[src/rtl/escpwm_pkg.sv]
// Shared types, constants and codes for the ESC throttle to PWM duty core.
`default_nettype none
package escpwm_pkg;

  // Block sizing
  localparam int CHANNELS  = 4;
  localparam int DUTY_BITS = 14;

  // Field widths
  localparam int CH_W       = 4;
  localparam int PULSE_W    = 16;
  localparam int THR_W      = 17;
  localparam int ACT_W      = 3;
  localparam int DUTY_OUT_W = 14;
  localparam int CFG_AW     = 5;
  localparam int CFG_DW     = 32;

  // Channel index width into the pulse store
  localparam int CH_IDX_W = (CHANNELS > 1) ? $clog2(CHANNELS) : 1;

  // Pulse store value after reset
  localparam logic [PULSE_W-1:0] PULSE_RESET = 16'd1000;

  // Command codes on the input stream
  localparam logic [ACT_W-1:0] ACT_RAW  = 3'd0;
  localparam logic [ACT_W-1:0] ACT_UNI  = 3'd1;
  localparam logic [ACT_W-1:0] ACT_BI   = 3'd2;
  localparam logic [ACT_W-1:0] ACT_ARM  = 3'd3;
  localparam logic [ACT_W-1:0] ACT_READ = 3'd4;

  // Register indexes
  localparam logic [2:0] REG_PERIOD  = 3'd0;
  localparam logic [2:0] REG_MIN     = 3'd1;
  localparam logic [2:0] REG_MAX     = 3'd2;
  localparam logic [2:0] REG_NEUTRAL = 3'd3;
  localparam logic [2:0] REG_DISARM  = 3'd4;

  // Operations handed from the front to the back
  localparam logic [1:0] OP_WRITE = 2'd0;
  localparam logic [1:0] OP_READ  = 2'd1;
  localparam logic [1:0] OP_SWEEP = 2'd2;

  // Command queue depth
  localparam int QDEPTH = 2;
  localparam int QPTR_W = (QDEPTH > 1) ? $clog2(QDEPTH) : 1;

  // Configuration register bundle
  typedef struct packed {
    logic [PULSE_W-1:0] period;
    logic [PULSE_W-1:0] pmin;
    logic [PULSE_W-1:0] pmax;
    logic [PULSE_W-1:0] pneutral;
    logic [PULSE_W-1:0] disarm;
  } cfg_t;

  // One queued operation
  typedef struct packed {
    logic [1:0]         op;
    logic [CH_W-1:0]    ch;
    logic               ch_ok;
    logic [PULSE_W-1:0] pulse;
  } qent_t;

endpackage
`default_nettype wire

[src/rtl/escpwm_front.sv]
// Command front end: accepts beats, maps throttles to pulses, queues operations.
`default_nettype none
module escpwm_front (
  input  wire logic                         clk,
  input  wire logic                         rst_n,
  input  wire escpwm_pkg::cfg_t             cfg,
  input  wire logic                         in_valid,
  output logic                              in_ready,
  input  wire logic [escpwm_pkg::ACT_W-1:0] in_action,
  input  wire logic [escpwm_pkg::CH_W-1:0]  in_channel,
  input  wire logic [escpwm_pkg::PULSE_W-1:0] in_pulse,
  input  wire logic signed [escpwm_pkg::THR_W-1:0] in_throttle,
  input  wire logic                         in_arm,
  output logic                              q_valid,
  input  wire logic                         q_ready,
  output escpwm_pkg::qent_t                 q_data
);
  import escpwm_pkg::*;

  localparam int PROD_W = 2 * THR_W;
  localparam int N_W    = 36;

  localparam logic [1:0] F_IDLE = 2'd0;
  localparam logic [1:0] F_MUL  = 2'd1;
  localparam logic [1:0] F_SUM  = 2'd2;
  localparam logic [1:0] F_PUSH = 2'd3;

  localparam logic signed [THR_W-1:0] T_ONE = 17'sd32768;
  localparam logic signed [THR_W-1:0] T_NEG = -17'sd32768;

  logic [1:0] state_r, state_nxt;
  logic       armed_r, armed_nxt;

  logic [ACT_W-1:0]         act_r;
  logic [CH_W-1:0]          ch_r;
  logic [PULSE_W-1:0]       praw_r;
  logic [PULSE_W-1:0]       base_r;
  logic signed [THR_W-1:0]  t_r;
  logic signed [THR_W-1:0]  diff_r;
  logic signed [PROD_W-1:0] prod_r;
  qent_t                    ent_r;

  logic                     ch_ok;
  logic signed [THR_W-1:0]  t_clamp;
  logic signed [THR_W-1:0]  diff_v;
  logic [PULSE_W-1:0]       base_v;
  logic signed [N_W-1:0]    n_v;
  logic [PULSE_W-1:0]       map_pulse;
  logic [PULSE_W-1:0]       sel_pulse;
  logic [PULSE_W-1:0]       fin_pulse;

  assign ch_ok    = ({1'b0, in_channel} < (CH_W + 1)'(CHANNELS));
  assign in_ready = (state_r == F_IDLE);
  assign q_valid  = (state_r == F_PUSH);
  assign q_data   = ent_r;

  // Clamp the throttle and pick the span per mode
  always_comb begin
    t_clamp = in_throttle;
    if (in_action == ACT_UNI) begin
      if (in_throttle < 17'sd0) t_clamp = 17'sd0;
      if (in_throttle > T_ONE)  t_clamp = T_ONE;
    end else begin
      if (in_throttle < T_NEG)  t_clamp = T_NEG;
      if (in_throttle > T_ONE)  t_clamp = T_ONE;
    end
    if (in_action == ACT_UNI) begin
      base_v = cfg.pmin;
      diff_v = $signed({1'b0, cfg.pmax}) - $signed({1'b0, cfg.pmin});
    end else if (!t_clamp[THR_W-1]) begin
      base_v = cfg.pneutral;
      diff_v = $signed({1'b0, cfg.pmax}) - $signed({1'b0, cfg.pneutral});
    end else begin
      base_v = cfg.pneutral;
      diff_v = $signed({1'b0, cfg.pneutral}) - $signed({1'b0, cfg.pmin});
    end
  end

  // Scale back from Q15, saturate, then clamp and apply the disarm override
  always_comb begin
    n_v = $signed({5'b0, base_r, 15'b0}) + N_W'(prod_r);
    if (n_v[N_W-1])       map_pulse = '0;
    else if (|n_v[34:31]) map_pulse = '1;
    else                  map_pulse = n_v[30:15];
    sel_pulse = (act_r == ACT_RAW) ? praw_r : map_pulse;
    fin_pulse = sel_pulse;
    if (fin_pulse < cfg.pmin) fin_pulse = cfg.pmin;
    if (fin_pulse > cfg.pmax) fin_pulse = cfg.pmax;
    if (!armed_r)             fin_pulse = cfg.disarm;
  end

  // Sequence one command at a time
  always_comb begin
    state_nxt = state_r;
    armed_nxt = armed_r;
    case (state_r)
      F_IDLE: begin
        if (in_valid) begin
          case (in_action)
            ACT_RAW:         if (ch_ok) state_nxt = F_SUM;
            ACT_UNI, ACT_BI: if (ch_ok) state_nxt = F_MUL;
            ACT_ARM: begin
              armed_nxt = in_arm;
              if (!in_arm) state_nxt = F_PUSH;
            end
            ACT_READ:        state_nxt = F_PUSH;
            default:         state_nxt = F_IDLE;
          endcase
        end
      end
      F_MUL:   state_nxt = F_SUM;
      F_SUM:   state_nxt = F_PUSH;
      F_PUSH:  if (q_ready) state_nxt = F_IDLE;
      default: state_nxt = F_IDLE;
    endcase
  end

  always_ff @(posedge clk) begin
    if (!rst_n) begin
      state_r <= F_IDLE;
      armed_r <= 1'b0;
    end else begin
      state_r <= state_nxt;
      armed_r <= armed_nxt;
    end
  end

  // Capture the beat and build the queued operation
  always_ff @(posedge clk) begin
    if (state_r == F_IDLE && in_valid) begin
      act_r       <= in_action;
      ch_r        <= in_channel;
      praw_r      <= in_pulse;
      t_r         <= t_clamp;
      diff_r      <= diff_v;
      base_r      <= base_v;
      ent_r.ch    <= in_channel;
      ent_r.ch_ok <= ch_ok;
      ent_r.pulse <= cfg.disarm;
      ent_r.op    <= (in_action == ACT_READ) ? OP_READ : OP_SWEEP;
    end
    if (state_r == F_MUL) begin
      prod_r <= t_r * diff_r;
    end
    if (state_r == F_SUM) begin
      ent_r.op    <= OP_WRITE;
      ent_r.ch    <= ch_r;
      ent_r.pulse <= fin_pulse;
    end
  end

endmodule
`default_nettype wire

[src/rtl/escpwm_queue.sv]
// Short command queue between the front end and the back end.
`default_nettype none
module escpwm_queue (
  input  wire logic              clk,
  input  wire logic              rst_n,
  input  wire logic              push_valid,
  output logic                   push_ready,
  input  wire escpwm_pkg::qent_t push_data,
  output logic                   pop_valid,
  input  wire logic              pop_ready,
  output escpwm_pkg::qent_t      pop_data
);
  import escpwm_pkg::*;

  qent_t               mem_r [QDEPTH];
  logic [QPTR_W-1:0]   wptr_r, rptr_r;
  logic [QPTR_W:0]     cnt_r;
  logic                do_push, do_pop;

  assign push_ready = (cnt_r != (QPTR_W + 1)'(QDEPTH));
  assign pop_valid  = (cnt_r != '0);
  assign pop_data   = mem_r[rptr_r];
  assign do_push    = push_valid && push_ready;
  assign do_pop     = pop_valid && pop_ready;

  // Advance pointers and fill count
  always_ff @(posedge clk) begin
    if (!rst_n) begin
      wptr_r <= '0;
      rptr_r <= '0;
      cnt_r  <= '0;
    end else begin
      if (do_push)
        wptr_r <= (wptr_r == QPTR_W'(QDEPTH - 1)) ? '0 : wptr_r + 1'b1;
      if (do_pop)
        rptr_r <= (rptr_r == QPTR_W'(QDEPTH - 1)) ? '0 : rptr_r + 1'b1;
      if (do_push && !do_pop)      cnt_r <= cnt_r + 1'b1;
      else if (do_pop && !do_push) cnt_r <= cnt_r - 1'b1;
    end
  end

  // Hold entries
  always_ff @(posedge clk) begin
    if (do_push) mem_r[wptr_r] <= push_data;
  end

endmodule
`default_nettype wire

[src/rtl/escpwm_back.sv]
// Back end: pulse store, bit-serial duty divider and result output register.
`default_nettype none
module escpwm_back (
  input  wire logic                      clk,
  input  wire logic                      rst_n,
  input  wire escpwm_pkg::cfg_t          cfg,
  input  wire logic                      q_valid,
  output logic                           q_ready,
  input  wire escpwm_pkg::qent_t         q_data,
  output logic                           out_valid,
  input  wire logic                      out_ready,
  output logic [escpwm_pkg::CH_W-1:0]    out_channel,
  output logic [escpwm_pkg::PULSE_W-1:0] out_pulse,
  output logic [escpwm_pkg::DUTY_OUT_W-1:0] out_duty,
  output logic                           out_last
);
  import escpwm_pkg::*;

  localparam int NUM_W = PULSE_W + DUTY_BITS;
  localparam int CNT_W = $clog2(DUTY_BITS);

  localparam logic [1:0] B_IDLE = 2'd0;
  localparam logic [1:0] B_LOAD = 2'd1;
  localparam logic [1:0] B_DIV  = 2'd2;
  localparam logic [1:0] B_EMIT = 2'd3;

  logic [1:0]           state_r, state_nxt;
  logic [PULSE_W-1:0]   store_r [CHANNELS];
  qent_t                ent_r;
  logic [PULSE_W-1:0]   pulse_r;
  logic [PULSE_W-1:0]   rem_r;
  logic [DUTY_BITS-1:0] numlo_r;
  logic [CNT_W-1:0]     cnt_r;
  logic [CH_W-1:0]      emit_ch_r;
  logic                 out_valid_r;
  logic [CH_W-1:0]      out_ch_r;
  logic [PULSE_W-1:0]   out_pulse_r;
  logic [DUTY_OUT_W-1:0] out_duty_r;
  logic                 out_last_r;

  logic [PULSE_W-1:0]   per_v;
  logic [PULSE_W-1:0]   plim_v;
  logic [NUM_W-1:0]     num_v;
  logic [PULSE_W:0]     trial_v;
  logic                 qbit_v;
  logic                 is_last_v;
  logic                 emit_go;
  logic [CH_IDX_W-1:0]  q_idx;

  assign q_ready     = (state_r == B_IDLE);
  assign out_valid   = out_valid_r;
  assign out_channel = out_ch_r;
  assign out_pulse   = out_pulse_r;
  assign out_duty    = out_duty_r;
  assign out_last    = out_last_r;
  assign q_idx       = q_data.ch[CH_IDX_W-1:0];

  // Divider setup: limit pulse to period, numerator is pulse times full scale
  always_comb begin
    per_v   = (cfg.period == '0) ? PULSE_W'(1) : cfg.period;
    plim_v  = (pulse_r > per_v) ? per_v : pulse_r;
    num_v   = {plim_v, DUTY_BITS'(0)} - NUM_W'(plim_v);
    trial_v = {rem_r, numlo_r[DUTY_BITS-1]};
    qbit_v  = (trial_v >= {1'b0, per_v});
  end

  assign is_last_v = (ent_r.op != OP_SWEEP) || (emit_ch_r == CH_W'(CHANNELS - 1));
  assign emit_go   = (state_r == B_EMIT) && (!out_valid_r || out_ready);

  always_comb begin
    state_nxt = state_r;
    case (state_r)
      B_IDLE:  if (q_valid) state_nxt = B_LOAD;
      B_LOAD:  state_nxt = B_DIV;
      B_DIV:   if (cnt_r == CNT_W'(DUTY_BITS - 1)) state_nxt = B_EMIT;
      B_EMIT:  if (emit_go && is_last_v) state_nxt = B_IDLE;
      default: state_nxt = B_IDLE;
    endcase
  end

  // Control state, pulse store and output valid
  always_ff @(posedge clk) begin
    if (!rst_n) begin
      state_r     <= B_IDLE;
      out_valid_r <= 1'b0;
      for (int i = 0; i < CHANNELS; i++) store_r[i] <= PULSE_RESET;
    end else begin
      state_r <= state_nxt;
      if (emit_go)        out_valid_r <= 1'b1;
      else if (out_ready) out_valid_r <= 1'b0;
      if (state_r == B_IDLE && q_valid) begin
        if (q_data.op == OP_WRITE) store_r[q_idx] <= q_data.pulse;
        if (q_data.op == OP_SWEEP)
          for (int i = 0; i < CHANNELS; i++) store_r[i] <= q_data.pulse;
      end
    end
  end

  // Datapath: take the operation, divide one bit a cycle, load the result
  always_ff @(posedge clk) begin
    case (state_r)
      B_IDLE: begin
        if (q_valid) begin
          ent_r     <= q_data;
          emit_ch_r <= '0;
          if (q_data.op == OP_READ)
            pulse_r <= q_data.ch_ok ? store_r[q_idx] : '0;
          else
            pulse_r <= q_data.pulse;
        end
      end
      B_LOAD: begin
        rem_r   <= num_v[NUM_W-1:DUTY_BITS];
        numlo_r <= num_v[DUTY_BITS-1:0];
        cnt_r   <= '0;
      end
      B_DIV: begin
        rem_r   <= qbit_v ? PULSE_W'(trial_v - {1'b0, per_v}) : trial_v[PULSE_W-1:0];
        numlo_r <= {numlo_r[DUTY_BITS-2:0], qbit_v};
        cnt_r   <= cnt_r + 1'b1;
      end
      B_EMIT: begin
        if (emit_go) begin
          out_ch_r    <= (ent_r.op == OP_SWEEP) ? emit_ch_r : ent_r.ch;
          out_pulse_r <= pulse_r;
          out_duty_r  <= DUTY_OUT_W'(numlo_r);
          out_last_r  <= is_last_v;
          emit_ch_r   <= emit_ch_r + 1'b1;
        end
      end
      default: begin
        cnt_r <= cnt_r;
      end
    endcase
  end

endmodule
`default_nettype wire

[src/rtl/esc_throttle_to_pwm_duty_core.sv]
// Top level of the ESC throttle to PWM duty core: registers, front, queue, back.
`default_nettype none
// Maps per-channel ESC commands (raw pulse, unidirectional or bidirectional
// Q15 throttle, arm/disarm, readback) to a stored pulse width and a timer
// compare value duty = min(pulse, period) * (2^DUTY_BITS - 1) / period.
// The front end takes one command beat at a time: it accepts the beat, then
// a readback or disarm goes straight to the push state, a raw pulse first
// passes the sum state and a throttle passes the multiply and sum states
// (one registered 17x17 multiply); it then hands the operation to a two-entry
// queue. The back end takes each operation from the queue, loads and runs its
// bit-serial restoring divider (one quotient bit per cycle), then emits each
// result; a disarm sends CHANNELS results sharing one division. With the queue
// between them, the front end can take new commands while the back end works,
// until the queue fills. The result register lets the back end move on as soon
// as a beat is taken. Register writes must happen while the block is idle.
module esc_throttle_to_pwm_duty_core (
  input  wire logic        clk,
  input  wire logic        rst_n,
  // Input stream
  input  wire logic        in_tvalid,
  output logic             in_tready,
  input  wire logic [39:0] in_tdata,  // channel[3:0], pulse_in_us[19:4], throttle[36:20], arm[37]
  input  wire logic [2:0]  in_tuser,  // action[2:0]
  // Result stream
  output logic             out_tvalid,
  input  wire logic        out_tready,
  output logic [39:0]      out_tdata, // out_channel[3:0], pulse_us[19:4], duty[33:20]
  output logic             out_tlast,
  // Configuration port
  input  wire logic        cfg_psel,
  input  wire logic        cfg_penable,
  input  wire logic        cfg_pwrite,
  input  wire logic [escpwm_pkg::CFG_AW-1:0] cfg_paddr,
  input  wire logic [escpwm_pkg::CFG_DW-1:0] cfg_pwdata,
  output logic [escpwm_pkg::CFG_DW-1:0]      cfg_prdata,
  output logic             cfg_pready
);
  import escpwm_pkg::*;

  cfg_t               cfg_r;
  logic [2:0]         reg_idx;
  logic               cfg_wr;
  logic [PULSE_W-1:0] rd_v;

  logic               q_in_valid, q_in_ready, q_out_valid, q_out_ready;
  qent_t              q_in_data, q_out_data;

  logic [CH_W-1:0]       res_ch;
  logic [PULSE_W-1:0]    res_pulse;
  logic [DUTY_OUT_W-1:0] res_duty;

  assign reg_idx    = cfg_paddr[4:2];
  assign cfg_pready = 1'b1;
  assign cfg_wr     = cfg_psel && cfg_penable && cfg_pwrite;

  // Write configuration registers
  always_ff @(posedge clk) begin
    if (!rst_n) begin
      cfg_r.period   <= 16'd20000;
      cfg_r.pmin     <= 16'd1000;
      cfg_r.pmax     <= 16'd2000;
      cfg_r.pneutral <= 16'd1500;
      cfg_r.disarm   <= 16'd1000;
    end else if (cfg_wr) begin
      case (reg_idx)
        REG_PERIOD:  cfg_r.period   <= cfg_pwdata[PULSE_W-1:0];
        REG_MIN:     cfg_r.pmin     <= cfg_pwdata[PULSE_W-1:0];
        REG_MAX:     cfg_r.pmax     <= cfg_pwdata[PULSE_W-1:0];
        REG_NEUTRAL: cfg_r.pneutral <= cfg_pwdata[PULSE_W-1:0];
        REG_DISARM:  cfg_r.disarm   <= cfg_pwdata[PULSE_W-1:0];
        default:     cfg_r          <= cfg_r;
      endcase
    end
  end

  // Read back the addressed register
  always_comb begin
    case (reg_idx)
      REG_PERIOD:  rd_v = cfg_r.period;
      REG_MIN:     rd_v = cfg_r.pmin;
      REG_MAX:     rd_v = cfg_r.pmax;
      REG_NEUTRAL: rd_v = cfg_r.pneutral;
      REG_DISARM:  rd_v = cfg_r.disarm;
      default:     rd_v = '0;
    endcase
  end
  assign cfg_prdata = CFG_DW'(rd_v);

  escpwm_front u_front (
    .clk         (clk),
    .rst_n       (rst_n),
    .cfg         (cfg_r),
    .in_valid    (in_tvalid),
    .in_ready    (in_tready),
    .in_action   (in_tuser),
    .in_channel  (in_tdata[3:0]),
    .in_pulse    (in_tdata[19:4]),
    .in_throttle ($signed(in_tdata[36:20])),
    .in_arm      (in_tdata[37]),
    .q_valid     (q_in_valid),
    .q_ready     (q_in_ready),
    .q_data      (q_in_data)
  );

  escpwm_queue u_queue (
    .clk        (clk),
    .rst_n      (rst_n),
    .push_valid (q_in_valid),
    .push_ready (q_in_ready),
    .push_data  (q_in_data),
    .pop_valid  (q_out_valid),
    .pop_ready  (q_out_ready),
    .pop_data   (q_out_data)
  );

  escpwm_back u_back (
    .clk         (clk),
    .rst_n       (rst_n),
    .cfg         (cfg_r),
    .q_valid     (q_out_valid),
    .q_ready     (q_out_ready),
    .q_data      (q_out_data),
    .out_valid   (out_tvalid),
    .out_ready   (out_tready),
    .out_channel (res_ch),
    .out_pulse   (res_pulse),
    .out_duty    (res_duty),
    .out_last    (out_tlast)
  );

  // Pack the result beat
  assign out_tdata = {6'b0, res_duty, res_pulse, res_ch};

endmodule
`default_nettype wire
[config.mk]
export PLATFORM = sky130hd
export DESIGN_NAME = esc_throttle_to_pwm_duty_core
export DESIGN_NICKNAME = d
export VERILOG_FILES = /design/src/rtl/escpwm_pkg.sv /design/src/rtl/escpwm_front.sv /design/src/rtl/escpwm_queue.sv /design/src/rtl/escpwm_back.sv /design/src/rtl/esc_throttle_to_pwm_duty_core.sv
export SDC_FILE = /design/constraint.sdc
export NUM_CORES = 2
export LEC_CHECK = 0
export BUFFER_PORTS_ARGS = -buffer_cell sky130_fd_sc_hd__clkbuf_2
export CAP_MARGIN = 20
export CORE_MARGIN = 5
export CORE_UTILIZATION = 55
export CTS_CLUSTER_SIZE = 20
export DETAILED_ROUTE_END_ITERATION = 16
export HOLD_SLACK_MARGIN = 0.05
export PLACE_DENSITY = 0.83
export SYNTH_ARGS = -nofsm -noshare
export SYNTH_HDL_FRONTEND = slang
export SYNTH_SLANG_ARGS = --single-unit
[constraint.sdc]
create_clock -name clk -period 19.61 [get_ports clk]
set_input_delay 1.961 -clock clk [delete_from_list [all_inputs] [get_ports clk]]
set_output_delay 1.961 -clock clk [all_outputs]
set_load 0.005 [all_outputs]
==> impl_results.md <==
* Post-layout worst setup margin at around 11000 ps
* WL met3 at between 7 and 8 mm
* Max Buffers Root-to-Sink at 3
* Drt first pass iters at 8
* Crit path top cell by count: a21o_1
* Vias per cell at 5.987
* Clk_lat worst skew at 590 ps
* Mux cell area share after synthesis at 4.073%
* Asr flop ratio synth at 0%
* GR Overflow Total at 0
* Required @ worst endpoint at 20030 ps
* Netlist cell types at 88
* Fin. Hold Viols at 0
* CP endpoint kind: register
* Routability Congestion at 0.9388
* Main combinational cell family by area after synthesis: adder cells
* Max-slew violations at 0
* Fin nets at around 4000
* Die Span Y at 256.4 um
* Detailed Route Iter0 Violations at 2783
* Syn_area_per_cell at just over 10 um2
* Die W at 256.4 um
* Final TNS setup at 0 ps
* Crit path DAT at between 8000 and 9000 ps
* Min-Delay Path Depth at 0
* Mapped Area at between 30000 and 40000 um2
* Worst setup path class: reg -> reg
* Final std cells w/o fill at between 4000 and 5000
* Max-slew headroom at about a quarter
* Register bit total from synthesis at ~410
* Slowest cell on crit path: nor2_1
* Boundary pin count at 163
* TritonCTS clock tree: built
* Final setup violation count at 0
* Worst-case reg-to-reg path depth at 27
* Max layer used: met4
* Post-synthesis sequential area ratio at 34.17%
* Leading cell type in the layout, fill and taps excluded: nand2_1
* Initial Util at a little under three fifths
* CTS Sinks at a little over 400
* MaxCap Viol Count at 0
* Max Clk Rate at 117.1 MHz
* Num CTS Buffers at 46
* Startpoint Class: register
* Slowest stage delay, CP at 890 ps
* PostCTS Resize Cnt at 0
* Core Rows at 90
* Synth Flop Type: edfxtp_1
* Antenna viol nets, final at 0
* Final Skew at roughly 22 ps
* Post-Synth Adder-Cell Area at a little over a quarter
* Root Driver: clkbuf_16
* Clock Pin Slew Worst Setup and Hold Paths at 60 ps
* Die area at roughly 66000 um2
* Wire length per cell at 20.39 um
* Simple-gate share of the synthesized area at between 10% and 20%
* Total number of vias at 25069
* Vias in the first global route at 25687
* Port Buffers at 119
* Area Overhead vs Synth at 8.325%
* # DRC at 0
* Post-Route WL at 85.39 mm
* Metal2 WL at between 40 and 50 mm
* First-pass GRT wire length at 136.9 mm
* Initial antenna violation count at 10
* GRT Util Overall at 25.74%
* Detail Placement HPWL at between 60 and 70 mm
* Period Utilization, post-route at 43.56%
* Post-Route M1 WL at 33.18 mm
* Final critical-path required period at 8542 ps
* Core area at 60250 um2
* Hold Buf Count CTS at 0
* Commonest cells after routing, fill and taps aside: nand2_1, inv_1, edfxtp_1
* Fraction of layout cells with a size suffix above 1 at around 8.5%
* CP max FO at 16
* RSZ-0062 raised after global routing: false
* Post-Syn Instances at ~3300
* Post-CTS setup buffer count at 0
* Hold Path Class: reg -> reg
* Pre-CTS WS at 11360 ps
* Xor-xnor portion of the synthesized cell area at roughly 2.8%
* Post-synth EDFFs at 318
* Largest net degree at the start of global routing at 95
* Worst-margin pin slew at 1109 ps
* H-tree levels at 2
* Outcome: finished, final reports clean
* Synth warn at 0
* Placed insts at 4093
* Compound-gate portion of the synthesized area at 11.72%
==> stage by stage <==
| step | instance area, um2 | hold slack [ps] | util (%) |
|---|---|---|---|
| final | 36170 | 444.6 | 60.05 |
| after global routing | 36170 | 458.7 | 60.04 |
| after CTS | 36120 | 439.7 | 59.96 |
| after detailed placement | 34540 | 432.1 | 57.33 |
| after global placement | 34540 | 423.9 | 57.33 |
| after floorplan | 33470 | 420.4 | - |
==> path summary, 6_finish.rpt <==
path / slack (ps) / from / to
worst min register to register: 440 / u_front.q_data[13]$_DFFE_PP_ / u_queue.mem_r[1][13]$_DFFE_PP_
worst max-delay path: 11070 / u_front.base_r[1]$_DFFE_PP_ / u_front.q_data[0]$_DFFE_PP_
worst max register to register: 11070 / u_front.base_r[1]$_DFFE_PP_ / u_front.q_data[0]$_DFFE_PP_
worst min-delay path: 440 / u_front.q_data[13]$_DFFE_PP_ / u_queue.mem_r[1][13]$_DFFE_PP_
==> sequential cells by signal, indices dropped and copies added (netlist names), 4 cells and up, named ones only <==
| signal | flops |
|---|---|
| cfg_r | 80 |
| u_back.store_r | 64 |
| u_queue.mem_r | 46 |
| u_front.q_data | 23 |
| u_front.prod_r | 19 |
| u_front.diff_r | 17 |
| u_front.t_r | 17 |
| u_back.out_pulse | 16 |
| u_back.pulse_r | 16 |
| u_back.rem_r | 16 |
| u_front.base_r | 16 |
| u_front.praw_r | 16 |
| u_back.numlo_r | 14 |
| u_back.out_duty | 14 |
| u_back.ent_r | 6 |
| u_back.cnt_r | 4 |
| u_back.emit_ch_r | 4 |
| u_back.out_channel | 4 |
| u_front.ch_r | 4 |
==> worst max-delay path: cells and delay by family, from the launching register on <==
| family | cells | cell delay [ps] |
|---|---|---|
| mux | 1 | 400 |
| buf+inv | 1 | 80 |
| fa+ha+maj | 3 | 970 |
| compound gates | 16 | 3970 |
| flops | 1 | 430 |
| simple gates | 6 | 2510 |
==> logic make-up after synthesis <==
family / Yosys count
flip-flops: 411
AND/OR/NAND/NOR: 1011
XOR/XNOR: 106
AO/OA/AOI/OAI: 576
multiplexers: 111
buffers and inverters: 568
adder cells (fa/ha/maj): 522
other: 2
==> cells in the mapped netlist (5+ instances only) <==
cell type | instances | area [um2]
a22oi_1 | 8 | 60.06
inv_1 | 410 | 1539
o211ai_1 | 33 | 247.7
nand3_1 | 56 | 280.3
mux2i_1 | 71 | 710.7
xnor2_1 | 65 | 569.3
nor2b_1 | 30 | 187.7
xor2_1 | 41 | 359.1
nor2_1 | 149 | 559.3
mux2_4 | 5 | 75.07
a41oi_1 | 5 | 43.79
o31ai_1 | 13 | 97.59
a21o_1 | 60 | 450.4
or3_1 | 21 | 131.4
a21oi_1 | 101 | 505.5
ha_1 | 222 | 2778
mux2_2 | 19 | 214.0
edfxtp_1 | 318 | 9549
nand4_1 | 22 | 137.6
a22o_1 | 12 | 105.1
fa_1 | 300 | 6006
nor3_1 | 57 | 285.3
and3_1 | 13 | 81.33
mux4_2 | 16 | 360.4
and2_1 | 145 | 907.1
nand2_1 | 452 | 1697
o21a_1 | 28 | 210.2
nor4_1 | 11 | 68.82
a31o_2 | 5 | 43.79
a21boi_0 | 54 | 405.4
clkbuf_1 | 114 | 427.9
a31oi_1 | 16 | 100.1
nand2b_1 | 31 | 193.9
dfxtp_1 | 93 | 1862
a211oi_1 | 35 | 262.8
o21ai_1 | 11 | 55.05
a221o_1 | 15 | 150.1
buf_2 | 7 | 35.03
buf_1 | 8 | 30.03
a31o_1 | 10 | 87.58
o21ai_0 | 118 | 590.6
buf_4 | 24 | 180.2
==> final cells by class <==
| type | instances | area, um2 |
|---|---|---|
| Fill cell | 4720 | 24070 |
| Multi-Input combinational cell | 2349 | 19850 |
| Sequential cell | 411 | 11410 |
| Inverter | 412 | 1548 |
| Clock buffer | 57 | 1255 |
| Tap cell | 782 | 978.4 |
| Timing Repair Buffer | 140 | 773.2 |
| Clock inverter | 27 | 334.1 |
| Antenna cell | 9 | 22.52 |
==> layer usage <==
layer | GRT usage [%] | vias up
met5 | 0 | -
met4 | 10.75 | 0
met3 | 4.181 | 268
met2 | 42.56 | 1211
met1 | 34.10 | 12279
li1 | - | 11311
Power is left out: the tool's default activity adds up to more than one toggle a clock period on the data nets, which glitch-free logic cannot reach.
